## config.mk

```make
export PLATFORM = sky130hd
export DESIGN_NAME = gse_sobel_win
export DESIGN_NICKNAME = d
export VERILOG_FILES = /design/src/gse_pkg.sv /design/src/gse_sobel_win.sv
export VERILOG_INCLUDE_DIRS = /design/src /design/src/src
export SDC_FILE = /design/constraint.sdc
export NUM_CORES = 1
export LEC_CHECK = 0
export BUFFER_PORTS_ARGS = -buffer_cell sky130_fd_sc_hd__buf_4
export CELL_PAD_IN_SITES_DETAIL_PLACEMENT = 1
export CELL_PAD_IN_SITES_GLOBAL_PLACEMENT = 2
export CORE_MARGIN = 5
export CORE_UTILIZATION = 30
export DETAILED_ROUTE_END_ITERATION = 8
export PLACE_DENSITY_LB_ADDON = 0.1
export SYNTH_ARGS = -nofsm -noshare
export SYNTH_HDL_FRONTEND = slang
export SYNTH_SLANG_ARGS = --single-unit
```

## constraint.sdc

```tcl
create_clock -name clk_i -period 6.3 [get_ports clk_i]
set_input_delay 1.575 -clock clk_i [delete_from_list [all_inputs] [get_ports clk_i]]
set_output_delay 1.575 -clock clk_i [all_outputs]
set_load 0.01 [all_outputs]
```

## src/grayscale_sobel_edge_defines.svh

```systemverilog
// ----------------------------------------------------------------------------
// Grayscale Sobel edge - assertion macros
// Shared assertion helpers. Each macro samples on clk_i and is disabled while
// rst_ni is low, so it can only be used in modules with those port names.
// ----------------------------------------------------------------------------
`ifndef GRAYSCALE_SOBEL_EDGE_DEFINES_SVH
`define GRAYSCALE_SOBEL_EDGE_DEFINES_SVH

// Same-cycle implication.
`define GSE_ASSERT_IMPL(label, ante, cons) \
  label: assert property (@(posedge clk_i) disable iff (!rst_ni) (ante) |-> (cons)) \
    else $error("gse assertion failed");

// Next-cycle implication.
`define GSE_ASSERT_NEXT(label, ante, cons) \
  label: assert property (@(posedge clk_i) disable iff (!rst_ni) (ante) |=> (cons)) \
    else $error("gse assertion failed");

`endif

```

## src/gse_pkg.sv

```systemverilog
// ----------------------------------------------------------------------------
// Grayscale Sobel edge - package
// Shared constants and the stage record passed to the window unit.
// ----------------------------------------------------------------------------
package gse_pkg;

  localparam int MaxLineDefault = 2048;
  localparam int LineWidthReset = 640;
  localparam int LineWidthMin   = 3;
  localparam int CfgWidth       = 12;
  localparam int PixW           = 8;
  localparam int ProdW          = 24;

  // Luma weights in unsigned Q0.16; they sum to 65536.
  localparam logic [15:0] WeightBlue  = 16'd4732;
  localparam logic [15:0] WeightGreen = 16'd46871;
  localparam logic [15:0] WeightRed   = 16'd13933;

  localparam logic [PixW-1:0] MagMax = 8'd255;

  typedef struct packed {
    logic [PixW-1:0] gray;
    logic [PixW-1:0] top;
    logic [PixW-1:0] mid;
    logic            produce;
    logic            row_last;
  } s2_t;

endpackage

```

## src/gse_sobel_win.sv

```systemverilog
// ----------------------------------------------------------------------------
// Grayscale Sobel edge - window and magnitude
// Keeps the two older window columns, forms |Gx|+|Gy| with the incoming
// column and holds the result word in the output register.
// ----------------------------------------------------------------------------
`include "grayscale_sobel_edge_defines.svh"

module gse_sobel_win (
  input  logic                     clk_i,
  input  logic                     rst_ni,
  input  logic                     s2_valid_i,
  input  gse_pkg::s2_t             s2_i,
  output logic                     take_o,
  output logic                     out_valid_o,
  input  logic                     out_stall_i,
  output logic [gse_pkg::PixW-1:0] edge_magnitude_o,
  output logic                     row_last_o
);

  // Column 1 is the older, left one; column 2 becomes the left of the next window.
  logic [gse_pkg::PixW-1:0] c1_top_q, c1_mid_q, c1_bot_q;
  logic [gse_pkg::PixW-1:0] c2_top_q, c2_mid_q, c2_bot_q;
  logic                     out_valid_q;
  logic [gse_pkg::PixW-1:0] mag_q;
  logic                     last_q;

  logic                      shift;
  logic [9:0]                right_s, left_s, upper_s, lower_s;
  logic signed [10:0]        gx, gy;
  logic [9:0]                gx_abs, gy_abs;
  logic [10:0]               mag_sum;
  logic [gse_pkg::PixW-1:0]  mag_sat;

  assign take_o = !out_valid_q || !out_stall_i;
  assign shift  = s2_valid_i && take_o;

  always_comb begin
    right_s = 10'(s2_i.top) + {1'b0, s2_i.mid, 1'b0} + 10'(s2_i.gray);
    left_s  = 10'(c1_top_q) + {1'b0, c1_mid_q, 1'b0} + 10'(c1_bot_q);
    upper_s = 10'(c1_top_q) + {1'b0, c2_top_q, 1'b0} + 10'(s2_i.top);
    lower_s = 10'(c1_bot_q) + {1'b0, c2_bot_q, 1'b0} + 10'(s2_i.gray);
    gx      = $signed({1'b0, right_s}) - $signed({1'b0, left_s});
    gy      = $signed({1'b0, upper_s}) - $signed({1'b0, lower_s});
    gx_abs  = gx[10] ? 10'(-gx) : gx[9:0];
    gy_abs  = gy[10] ? 10'(-gy) : gy[9:0];
    mag_sum = 11'(gx_abs) + 11'(gy_abs);
    mag_sat = (mag_sum > 11'(gse_pkg::MagMax)) ? gse_pkg::MagMax : mag_sum[7:0];
  end

  always_ff @(posedge clk_i or negedge rst_ni) begin
    if (!rst_ni) begin
      c1_top_q    <= '0;
      c1_mid_q    <= '0;
      c1_bot_q    <= '0;
      c2_top_q    <= '0;
      c2_mid_q    <= '0;
      c2_bot_q    <= '0;
      out_valid_q <= 1'b0;
    end else begin
      if (shift) begin
        c1_top_q <= c2_top_q;
        c1_mid_q <= c2_mid_q;
        c1_bot_q <= c2_bot_q;
        c2_top_q <= s2_i.top;
        c2_mid_q <= s2_i.mid;
        c2_bot_q <= s2_i.gray;
      end
      if (take_o) begin
        out_valid_q <= s2_valid_i && s2_i.produce;
      end
    end
  end

  always_ff @(posedge clk_i) begin
    if (shift) begin
      mag_q  <= mag_sat;
      last_q <= s2_i.row_last;
    end
  end

  assign out_valid_o      = out_valid_q;
  assign edge_magnitude_o = mag_q;
  assign row_last_o       = last_q;

  `GSE_ASSERT_NEXT(a_no_result_no_word, s2_valid_i && take_o && !s2_i.produce, !out_valid_o)

endmodule

```

==> results of run 1 <==
flip-flops by register name, summed over array words and instances (netlist names):
signal            cells
c1_bot_q              8
c1_mid_q              8
c1_top_q              8
c2_bot_q              8
c2_mid_q              8
c2_top_q              8
edge_magnitude_o      8
out_valid_o           1
row_last_o            1
Yosys cell counts, types with 2 or more instances:
library cell,n
a21o_1,7
a21oi_1,15
a31oi_1,3
clkbuf_1,9
dfrtp_1,49
edfxtp_1,9
fa_1,63
ha_1,36
inv_1,134
mux2_2,16
nand2_1,52
nand2b_1,6
nand3b_1,4
nand4_1,2
nor2_1,29
nor3_1,6
nor4_1,2
o211ai_1,2
o21ai_0,45
o21ai_1,2
o31ai_1,3
o41ai_2,2
xnor2_1,21
xor2_1,14
worst paths after layout:
path | to | slack [ps] | cells after the start
worst min register to register | c1_top_q[3] | 470 | 2
worst max register to register | edge_magnitude_o[6] | 880 | 21
worst min-delay path | c1_top_q[3] | 470 | 2
min in group asynchronous | c1_bot_q[0] | 1260 | 1
worst max-delay path | edge_magnitude_o[6] | 70 | 20
max in group asynchronous | c2_top_q[7] | 4560 | 1
per-stage QoR:
step                TNS (ps)  instance area [um2]  worst slack [ps]  hold slack (ps)
global route            -867                 7460              -122              508
global placement       -3470                 6600              -454              457
detailed placement     -3990                 6600              -527              468
floorplan                  0                 5490              2.44              446
finish                     0                 7460              74.0              474
CTS                        0                 7120              2.16              478
final cells by class:
class                   count  area (um2)
repair buffers            138        1060
fillers                  2017       10400
multi-input cells         360        3820
inverters                 134         503
well taps                 229         287
clock inverters             6        48.8
clock buffers              10         239
flip-flops and latches     58        1500
repair_timing:
action / CTS / global route
pin swaps: 32 / 48
hold endpoints to repair: 0 / 0
cloned: 0 / 1
gates resized for setup: 26 / 57
setup buffers: 11 / 10
endpoints found under the setup margin: 8 / 8
routing by layer:
layer | vias to the layer above | part of all wire
met1 | 2100 | 0.43
met3 | 16 | 0.023
met4 | 0 | 0.019
li1 | 2056 | -
met5 | - | 0
met2 | 43 | 0.52
worst reg2reg max path, stage by stage, from the launching register on:
cell	delay, ps
dfrtp_1	390
inv_1	90
fa_1	510
fa_1	560
inv_1	50
fa_1	500
inv_2	50
buf_6	110
fa_2	340
a21o_1	200
buf_4	150
a21oi_4	160
xnor2_4	110
o31ai_4	260
xor2_1	200
ha_1	270
a21o_1	170
a21o_1	190
a21o_1	180
a2111o_1	430
nand3_4	140
nand3b_1	90
cells in the final DEF (no fill, tap or decap), types with 5 or more instances in the layout:
cell / synthesis / routed
a21oi_1: 15 / 10
edfxtp_1: 9 / 9
fa_1: 63 / 58
nor2_1: 29 / 24
o21ai_0: 45 / 41
xnor2_1: 21 / 18
fa_2: 0 / 5
xor2_1: 14 / 11
clkbuf_16: 0 / 9
mux2_2: 16 / 15
ha_4: 0 / 10
inv_2: 0 / 11
nand2b_1: 6 / 5
ha_1: 36 / 22
a21o_1: 7 / 6
dfrtp_1: 49 / 49
nand2_1: 52 / 52
inv_1: 134 / 123
nor3_1: 6 / 5
buf_4: 1 / 131
buf_6: 1 / 7
cell families (layout without fill, tap and decap cells):
| kind of cell | Yosys count | after routing | share of synthesized area |
|---|---|---|---|
| compound gates | 95 | 96 | 0.114 |
| buf+inv | 146 | 288 | 0.103 |
| flops | 58 | 58 | 0.277 |
| simple gates | 114 | 114 | 0.0993 |
| xor+xnor | 35 | 35 | 0.0567 |
| mux | 16 | 16 | 0.0333 |
| fa+ha+maj | 99 | 99 | 0.317 |
==> reports/qor.yml, run 1 <==
htreeDepth: 3
crit_slowest_cell: "fa_1"
crit_path_end_kind: "register"
setup_viol: 0
crit_chain: "buf_4 > inv_2 > fa_1 > inv_1 > fa_2 > fa_1 > ha_2 > fa_2 > a211oi_4 > nor2_1 > xor2_2 > nor4b_2 > nor2_1 > xnor2_1 > ha_1 > a21o_1 > a21o_1 > a2111o_1 > nand3_4 > nand3b_1"
cp_num_buf_inv: 3
overflow: 0
synth_seq_area_share: 0.277
grt_pass1_wl_mm: 22.8
finalNetCount: 830
ant_nets: 0
placed_cells: 897
worst_hold_startpoint: "c2_top_q[3]"
required_ps: 6390
initial_utilization: 0.303
rsz0062_at_grt: "true"
dr.pass1.iters: 4
via_per_inst: 4.51
drt_iter0_drc: 67
core_area_um2: 17800
crit_start: "s2_i[10]"
drt-total-wl_mm: 13.7
maxSlewHeadroom: 0.395
syn_inst: 563
syn-cell-area_um2: 5410
synth_cell_types: 56
use_met3: 0.0205
grt_use_total: 0.141
yosys_warnings: 0
worst_pin_slew_ps: 908
fp.dieH_um: 144
synth_flop_cell: "dfrtp_1"
die_x_um: 144
worstPathMaxFanout: 8
yosys.area.top_type: "fa_1"
final_hold_viol_count: 0
synth_edf_count: 9
root_buffer: "clkbuf_16"
synth_top_area_share: 0.233
hp-class: "register to register"
diodes: 0
clk_pin_slew_worst_paths_ps: 70
stdcell_count: 935
drcViolationCount: 0
cp_data_arrival_time_ps: 6320
clock-sinks: 58
cts_buffers: 9
area_delta_synth_final_pct: 37.9
use_met2: 0.253
clockBufferDepth: 2
gp_congestion: 0.766
pin_count: 41
cp-start-kind: "input port"
period_needed_ps: 6230
grt_antenna_before_repair: 0
slowest_delay_ps: 530
cts_tree: "done"
ys_ff_latch: 58
synthTopCellsByArea: "fa_1 23%, dfrtp_1 23%, inv_1 9.3%, ha_1 8.3%, edfxtp_1 5.0%"
drv_slew: 0
grt_pass1_vias: 4665
drv_cap: 0
synthesis.nets: 692
fin_skew_ps: 12.7
ys_async_sr_fraction: 0.845
grt_max_degree: 91
fin_util: 0.418
worstSetupPathType: "input port to register"
busiest_layer: "met2"
syn_avg_cell_area_um2: 9.60
dieArea_um2: 20800
hold_buffers: 0
clk_latency_ps: 350
path_delay_family: "adder cells"
vias: 4215
rows: 49
layout-drive-gt1-share: 0.350
fmax_ghz: 0.161
io_buffers: 40
run_status: "finished clean"
hpwl_mm: 10.5
drt-wirelength-per-cell_um: 14.6
timing.rr.start: "c1_top_q[2]"
min_period_over_period: 0.988
grt_util_met1: 0.170
Power of run 1 is left out: the tool's default activity adds up to more than one toggle a clock period on the data nets, which glitch-free logic cannot reach.
==> inputs of run 2 (changes only) <==
--- a/config.mk
+++ b/config.mk
@@ -10,7 +10,7 @@
 export CELL_PAD_IN_SITES_DETAIL_PLACEMENT = 1
 export CELL_PAD_IN_SITES_GLOBAL_PLACEMENT = 2
 export CORE_MARGIN = 5
-export CORE_UTILIZATION = 30
+export CORE_UTILIZATION = 40
 export DETAILED_ROUTE_END_ITERATION = 8
 export PLACE_DENSITY_LB_ADDON = 0.1
 export SYNTH_ARGS = -nofsm -noshare
==> run 2 against run 1 <==
Critical path depth unchanged. Final cell count decreased by 6.3%. Non-clock buffer count decreased by 6. Hold slack got worse by 0.96 ps. Utilization increased by 13 points. Sequential share of layout area increased by 0.40 points. Die area decreased by 23%. Clock skew decreased by 6.7 ps. Sequential cell count unchanged. Clock-buffer cell count increased by 2. Via count increased by 1.1%. Worst setup slack got worse by 25 ps.
==> reports/qor.yml, run 2 (synthesis gave the netlist of run 1 again) <==
pin_count: 41
setup_viol: 0
worstPathMaxFanout: 8
root_buffer: "clkbuf_16"
clk_latency_ps: 340
drcViolationCount: 0
drt-wirelength-per-cell_um: 15.7
final_common_cell: "buf_4"
dieArea_um2: 15900
drt_iter0_drc: 92
overflow: 0
io_buffers: 40
min_period_over_period: 0.992
run_status: "finished clean"
diodes: 0
cts_tree: "done"
rsz0062_at_grt: "true"
stdcell_count: 876
multiInputGateArea_um2: 3770
worst_pin_slew_ps: 676
placed_cells: 839
gp_congestion: 0.791
hp-class: "register to register"
grt_antenna_before_repair: 0
maxSlewHeadroom: 0.550
path_delay_family: "adder cells"
drt-total-wl_mm: 13.7
fmax_ghz: 0.160
drv_cap: 0
fp.dieH_um: 126
cp_num_buf_inv: 4
crit_slowest_cell: "fa_1"
cts_buffers: 9
area_delta_synth_final_pct: 35.2
register_area_um2: 1500
grt_pass1_vias: 4920
clockBufferDepth: 2
slowest_delay_ps: 540
hpwl_mm: 10.6
required_ps: 6380
initial_utilization: 0.408
grt_max_degree: 60
htreeDepth: 3
crit_chain: "buf_4 > inv_1 > fa_1 > inv_1 > fa_1 > fa_1 > ha_2 > fa_2 > a21o_4 > a21oi_4 > xnor2_2 > buf_4 > o31ai_1 > xnor2_1 > ha_1 > a21oi_2 > or3b_4 > nand4bb_4 > nand3_4 > nand3b_1"
ant_nets: 0
final_hold_viol_count: 0
layout-drive-gt1-share: 0.327
via_per_inst: 4.86
drv_slew: 0
rows: 42
clk_pin_slew_worst_paths_ps: 60
grt_use_total: 0.178
period_needed_ps: 6250
num-fill-cells: 1521
dr.pass1.iters: 4
worstSetupPathType: "input port to register"
finalNetCount: 824
crit_top_cell: "fa_1"
cp-start-kind: "input port"
layout_common_cells: "130 x buf_4, 128 x inv_1, 59 x fa_1"
fin_skew_ps: 6.07
cp_data_arrival_time_ps: 6330
vias: 4260
core_area_um2: 13200
crit_path_end_kind: "register"
grt_pass1_wl_mm: 22.9
die_x_um: 126
clock-sinks: 58
==> run 2: cell count changes in the layout (fill, tap and decap cells not counted), moves of 3 or more <==
cell and change:
inv_2 -5, buf_6 -7, ha_1 +4, o21ai_2 -3, ha_4 -3, inv_1 +5
==> run 2: area by class of cell <==
cell class / count / share of cell area
clock buffer: 12 / 0.0366
clock inverter: 4 / 0.00633
inverter: 134 / 0.0688
timing repair buffer: 132 / 0.138
multi-input combinational: 360 / 0.515
tap: 176 / 0.0301
sequential: 58 / 0.205
==> run 2: worst min-delay path, delay by kind of cell, from the launching register on <==
family | cells | cell delay, ps
flip-flops | 1 | 340
AO/OA/AOI/OAI | 1 | 60
AND/OR/NAND/NOR | 1 | 50
==> run 2: layer usage <==
layer	GRT usage	share of wire
met2	0.339	0.56
met4	0.0644	0.020
met3	0.0262	0.022
met1	0.201	0.40
met5	0	0
==> run 2: timing repair <==
| item | CTS | global route |
|---|---|---|
| hold buffers | 0 | 0 |
| setup endpoints to repair | 8 | 8 |
| gates resized for setup | 22 | 46 |
| buffers inserted | 6 | 14 |
| pin swaps | 20 | 43 |
| cloned | 0 | 1 |
==> run 2: path summary, 6_finish.rpt <==
path                                            end        start  cells after the start  slack, ps
worst min register to register          c1_bot_q[5]  c2_bot_q[5]                      2        470
worst max-delay path            edge_magnitude_o[6]     s2_i[10]                     20         50
worst max register to register  edge_magnitude_o[6]  c1_top_q[2]                     20        860
min in group asynchronous               c1_mid_q[0]       rst_ni                      1       1260
worst min-delay path                    c1_bot_q[5]  c2_bot_q[5]                      2        470
max in group asynchronous               c2_top_q[7]       rst_ni                      1       4570
==> run 2: through the flow <==
stage               hold WS, ps  setup TNS, ps  worst slack (ps)  area, um2   util
floorplan                   446              0              2.44       5490      -
global placement            457          -3370              -441       6490  0.490
detailed placement          466          -3800              -504       6490  0.490
CTS                         483              0              4.06       7000  0.528
global route                516          -1020              -168       7310  0.552
finish                      473              0              48.7       7310  0.552
Power of run 2 is left out for the same reason.
==> inputs of run 3 (changes only) <==
--- a/config.mk
+++ b/config.mk
@@ -7,10 +7,10 @@
 export NUM_CORES = 1
 export LEC_CHECK = 0
 export BUFFER_PORTS_ARGS = -buffer_cell sky130_fd_sc_hd__buf_4
-export CELL_PAD_IN_SITES_DETAIL_PLACEMENT = 1
-export CELL_PAD_IN_SITES_GLOBAL_PLACEMENT = 2
+export CELL_PAD_IN_SITES_DETAIL_PLACEMENT = 0
+export CELL_PAD_IN_SITES_GLOBAL_PLACEMENT = 1
 export CORE_MARGIN = 5
-export CORE_UTILIZATION = 40
+export CORE_UTILIZATION = 48
 export DETAILED_ROUTE_END_ITERATION = 8
 export PLACE_DENSITY_LB_ADDON = 0.1
 export SYNTH_ARGS = -nofsm -noshare
==> run 3 against run 2 <==
First-iteration DRC count grew 58%. Critical path depth grew 1. Global-route usage grew 0.74 points. Routed wire length shrank 20%. Worst setup slack gained 53 ps. Via count shrank 7.3%. Sequential share of layout area grew 0.91 points. Utilization grew 8.8 points. Non-clock buffer count shrank 25. Cell area shrank 4.3%. Sequential cell count is the same. Clock skew shrank 2.9 ps. Critical path type unchanged. Largest cell class unchanged. Highest routed layer unchanged.
==> reports/qor.yml, run 3 (synthesis gave the netlist of run 1 again) <==
register_area_um2: 1500
cp.depth: 21
dieArea_um2: 13500
drt-total-wl_mm: 10.9
fin_util: 0.640
period_needed_ps: 6200
io_buffers: 40
fmax_ghz: 0.161
clk_pin_slew_worst_paths_ps: 50
clockBufferDepth: 2
overflow: 0
rr_worst_depth: 20
layout-drive-gt1-share: 0.290
cts_buffers: 9
num-fill-cells: 942
htreeDepth: 3
drv_cap: 0
drt_iter0_drc: 145
grt_pass1_vias: 4301
path_delay_family: "adder cells"
clk_latency_ps: 340
hpwl_mm: 8.52
dr.pass1.iters: 5
fin_skew_ps: 3.22
cp_data_arrival_time_ps: 6280
pin_count: 41
via_per_inst: 4.84
rows: 38
grt_antenna_before_repair: 0
min_period_over_period: 0.984
area_delta_synth_final_pct: 29.4
drcViolationCount: 0
die_x_um: 116
final_hold_viol_count: 0
hp-class: "register to register"
root_buffer: "clkbuf_16"
gp_congestion: 0.866
worst_pin_slew_ps: 859
drv_slew: 0
rsz0062_at_grt: "true"
finalNetCount: 799
vias: 3948
setup_viol: 0
hold_buffers: 0
multiInputGateArea_um2: 3670
fp.dieH_um: 116
final_common_cell: "inv_1"
crit_slowest_cell: "fa_1"
min_path_cells: 2
worstPathMaxFanout: 8
required_ps: 6380
slowest_delay_ps: 530
cts_tree: "done"
run_status: "finished clean"
grt_max_degree: 91
layout_common_cells: "125 x inv_1, 105 x buf_4, 61 x fa_1"
maxSlewHeadroom: 0.428
diodes: 0
cp_num_buf_inv: 5
crit_chain: "buf_4 > inv_2 > fa_1 > inv_1 > fa_1 > inv_1 > fa_1 > inv_1 > ha_4 > a2111oi_4 > o21ai_2 > a31o_1 > a21o_4 > mux2_4 > fa_2 > a21oi_2 > o21ai_2 > o31ai_4 > o2111ai_2 > nand3_4 > nand3b_1"
drt-wirelength-per-cell_um: 13.4
worstSetupPathType: "input port to register"
clock-sinks: 58
crit_path_end_kind: "register"
ant_nets: 0
cp-start-kind: "input port"
initial_utilization: 0.494
grt_use_total: 0.186
grt_pass1_wl_mm: 19.4
core_area_um2: 10900
run 3: changes by cell type in the layout (fill, tap and decap cells not counted), moves of 3 or more:
| cell | previous run | this run |
|---|---|---|
| buf_4 | 130 | 105 |
| inv_1 | 128 | 125 |
| inv_2 | 6 | 9 |
| o21ai_2 | 1 | 4 |
run 3: area by class of cell:
cell class	count	area share
repair buffers	107	0.116
inverters	134	0.0719
well taps	140	0.0250
clock inverters	5	0.0118
multi-input cells	360	0.525
clock buffers	11	0.0363
flip-flops and latches	58	0.214
run 3: metrics by stage:
step | instance area, um2 | setup TNS (ps) | hold slack [ps] | std cells | setup WS (ps)
2_1_floorplan | 5490 | 0 | 446 | 563 | 2.44
3_3_place_gp | 6380 | -3240 | 457 | 794 | -426
3_5_place_dp | 6380 | -3550 | 463 | 794 | -468
4_1_cts | 6810 | 0 | 479 | 812 | 12.4
5_1_grt | 7000 | -727 | 500 | 815 | -109
6_report | 7000 | 0 | 478 | 815 | 101
run 3: worst min-delay path: cells and delay by family (launching register included):
family / cells / cell delay (ps)
AND/OR/NAND/NOR: 1 / 50
flip-flops: 1 / 340
AO/OA/AOI/OAI: 1 / 60
run 3: what timing repair did:
action / in CTS / in global routing
setup buffers: 2 / 2
pin swaps: 18 / 44
setup endpoints to repair: 8 / 8
gates resized for setup: 15 / 37
gates cloned: 0 / 1
run 3: per-layer routing:
| layer | track usage | vias to the layer above | share of wire | wire [um] |
|---|---|---|---|---|
| met2 | 0.321 | 44 | 0.51 | 5550 |
| met4 | 0.0565 | 0 | 0.013 | 144 |
| met5 | 0 | - | 0 | 0 |
| met1 | 0.231 | 1904 | 0.44 | 4800 |
| li1 | - | 1991 | - | - |
| met3 | 0.0456 | 9 | 0.041 | 445 |
run 3: worst paths after layout:
kind	from	to	slack, ps
worst min-delay path	c2_top_q[4]	c1_top_q[4]	480
worst max register to register	c1_top_q[2]	edge_magnitude_o[7]	910
max in group asynchronous	rst_ni	c1_mid_q[6]	4610
min in group asynchronous	rst_ni	c2_bot_q[2]	1260
worst max-delay path	s2_i[16]	edge_magnitude_o[7]	100
worst min register to register	c2_top_q[4]	c1_top_q[4]	480
Power of run 3 is left out for the same reason.
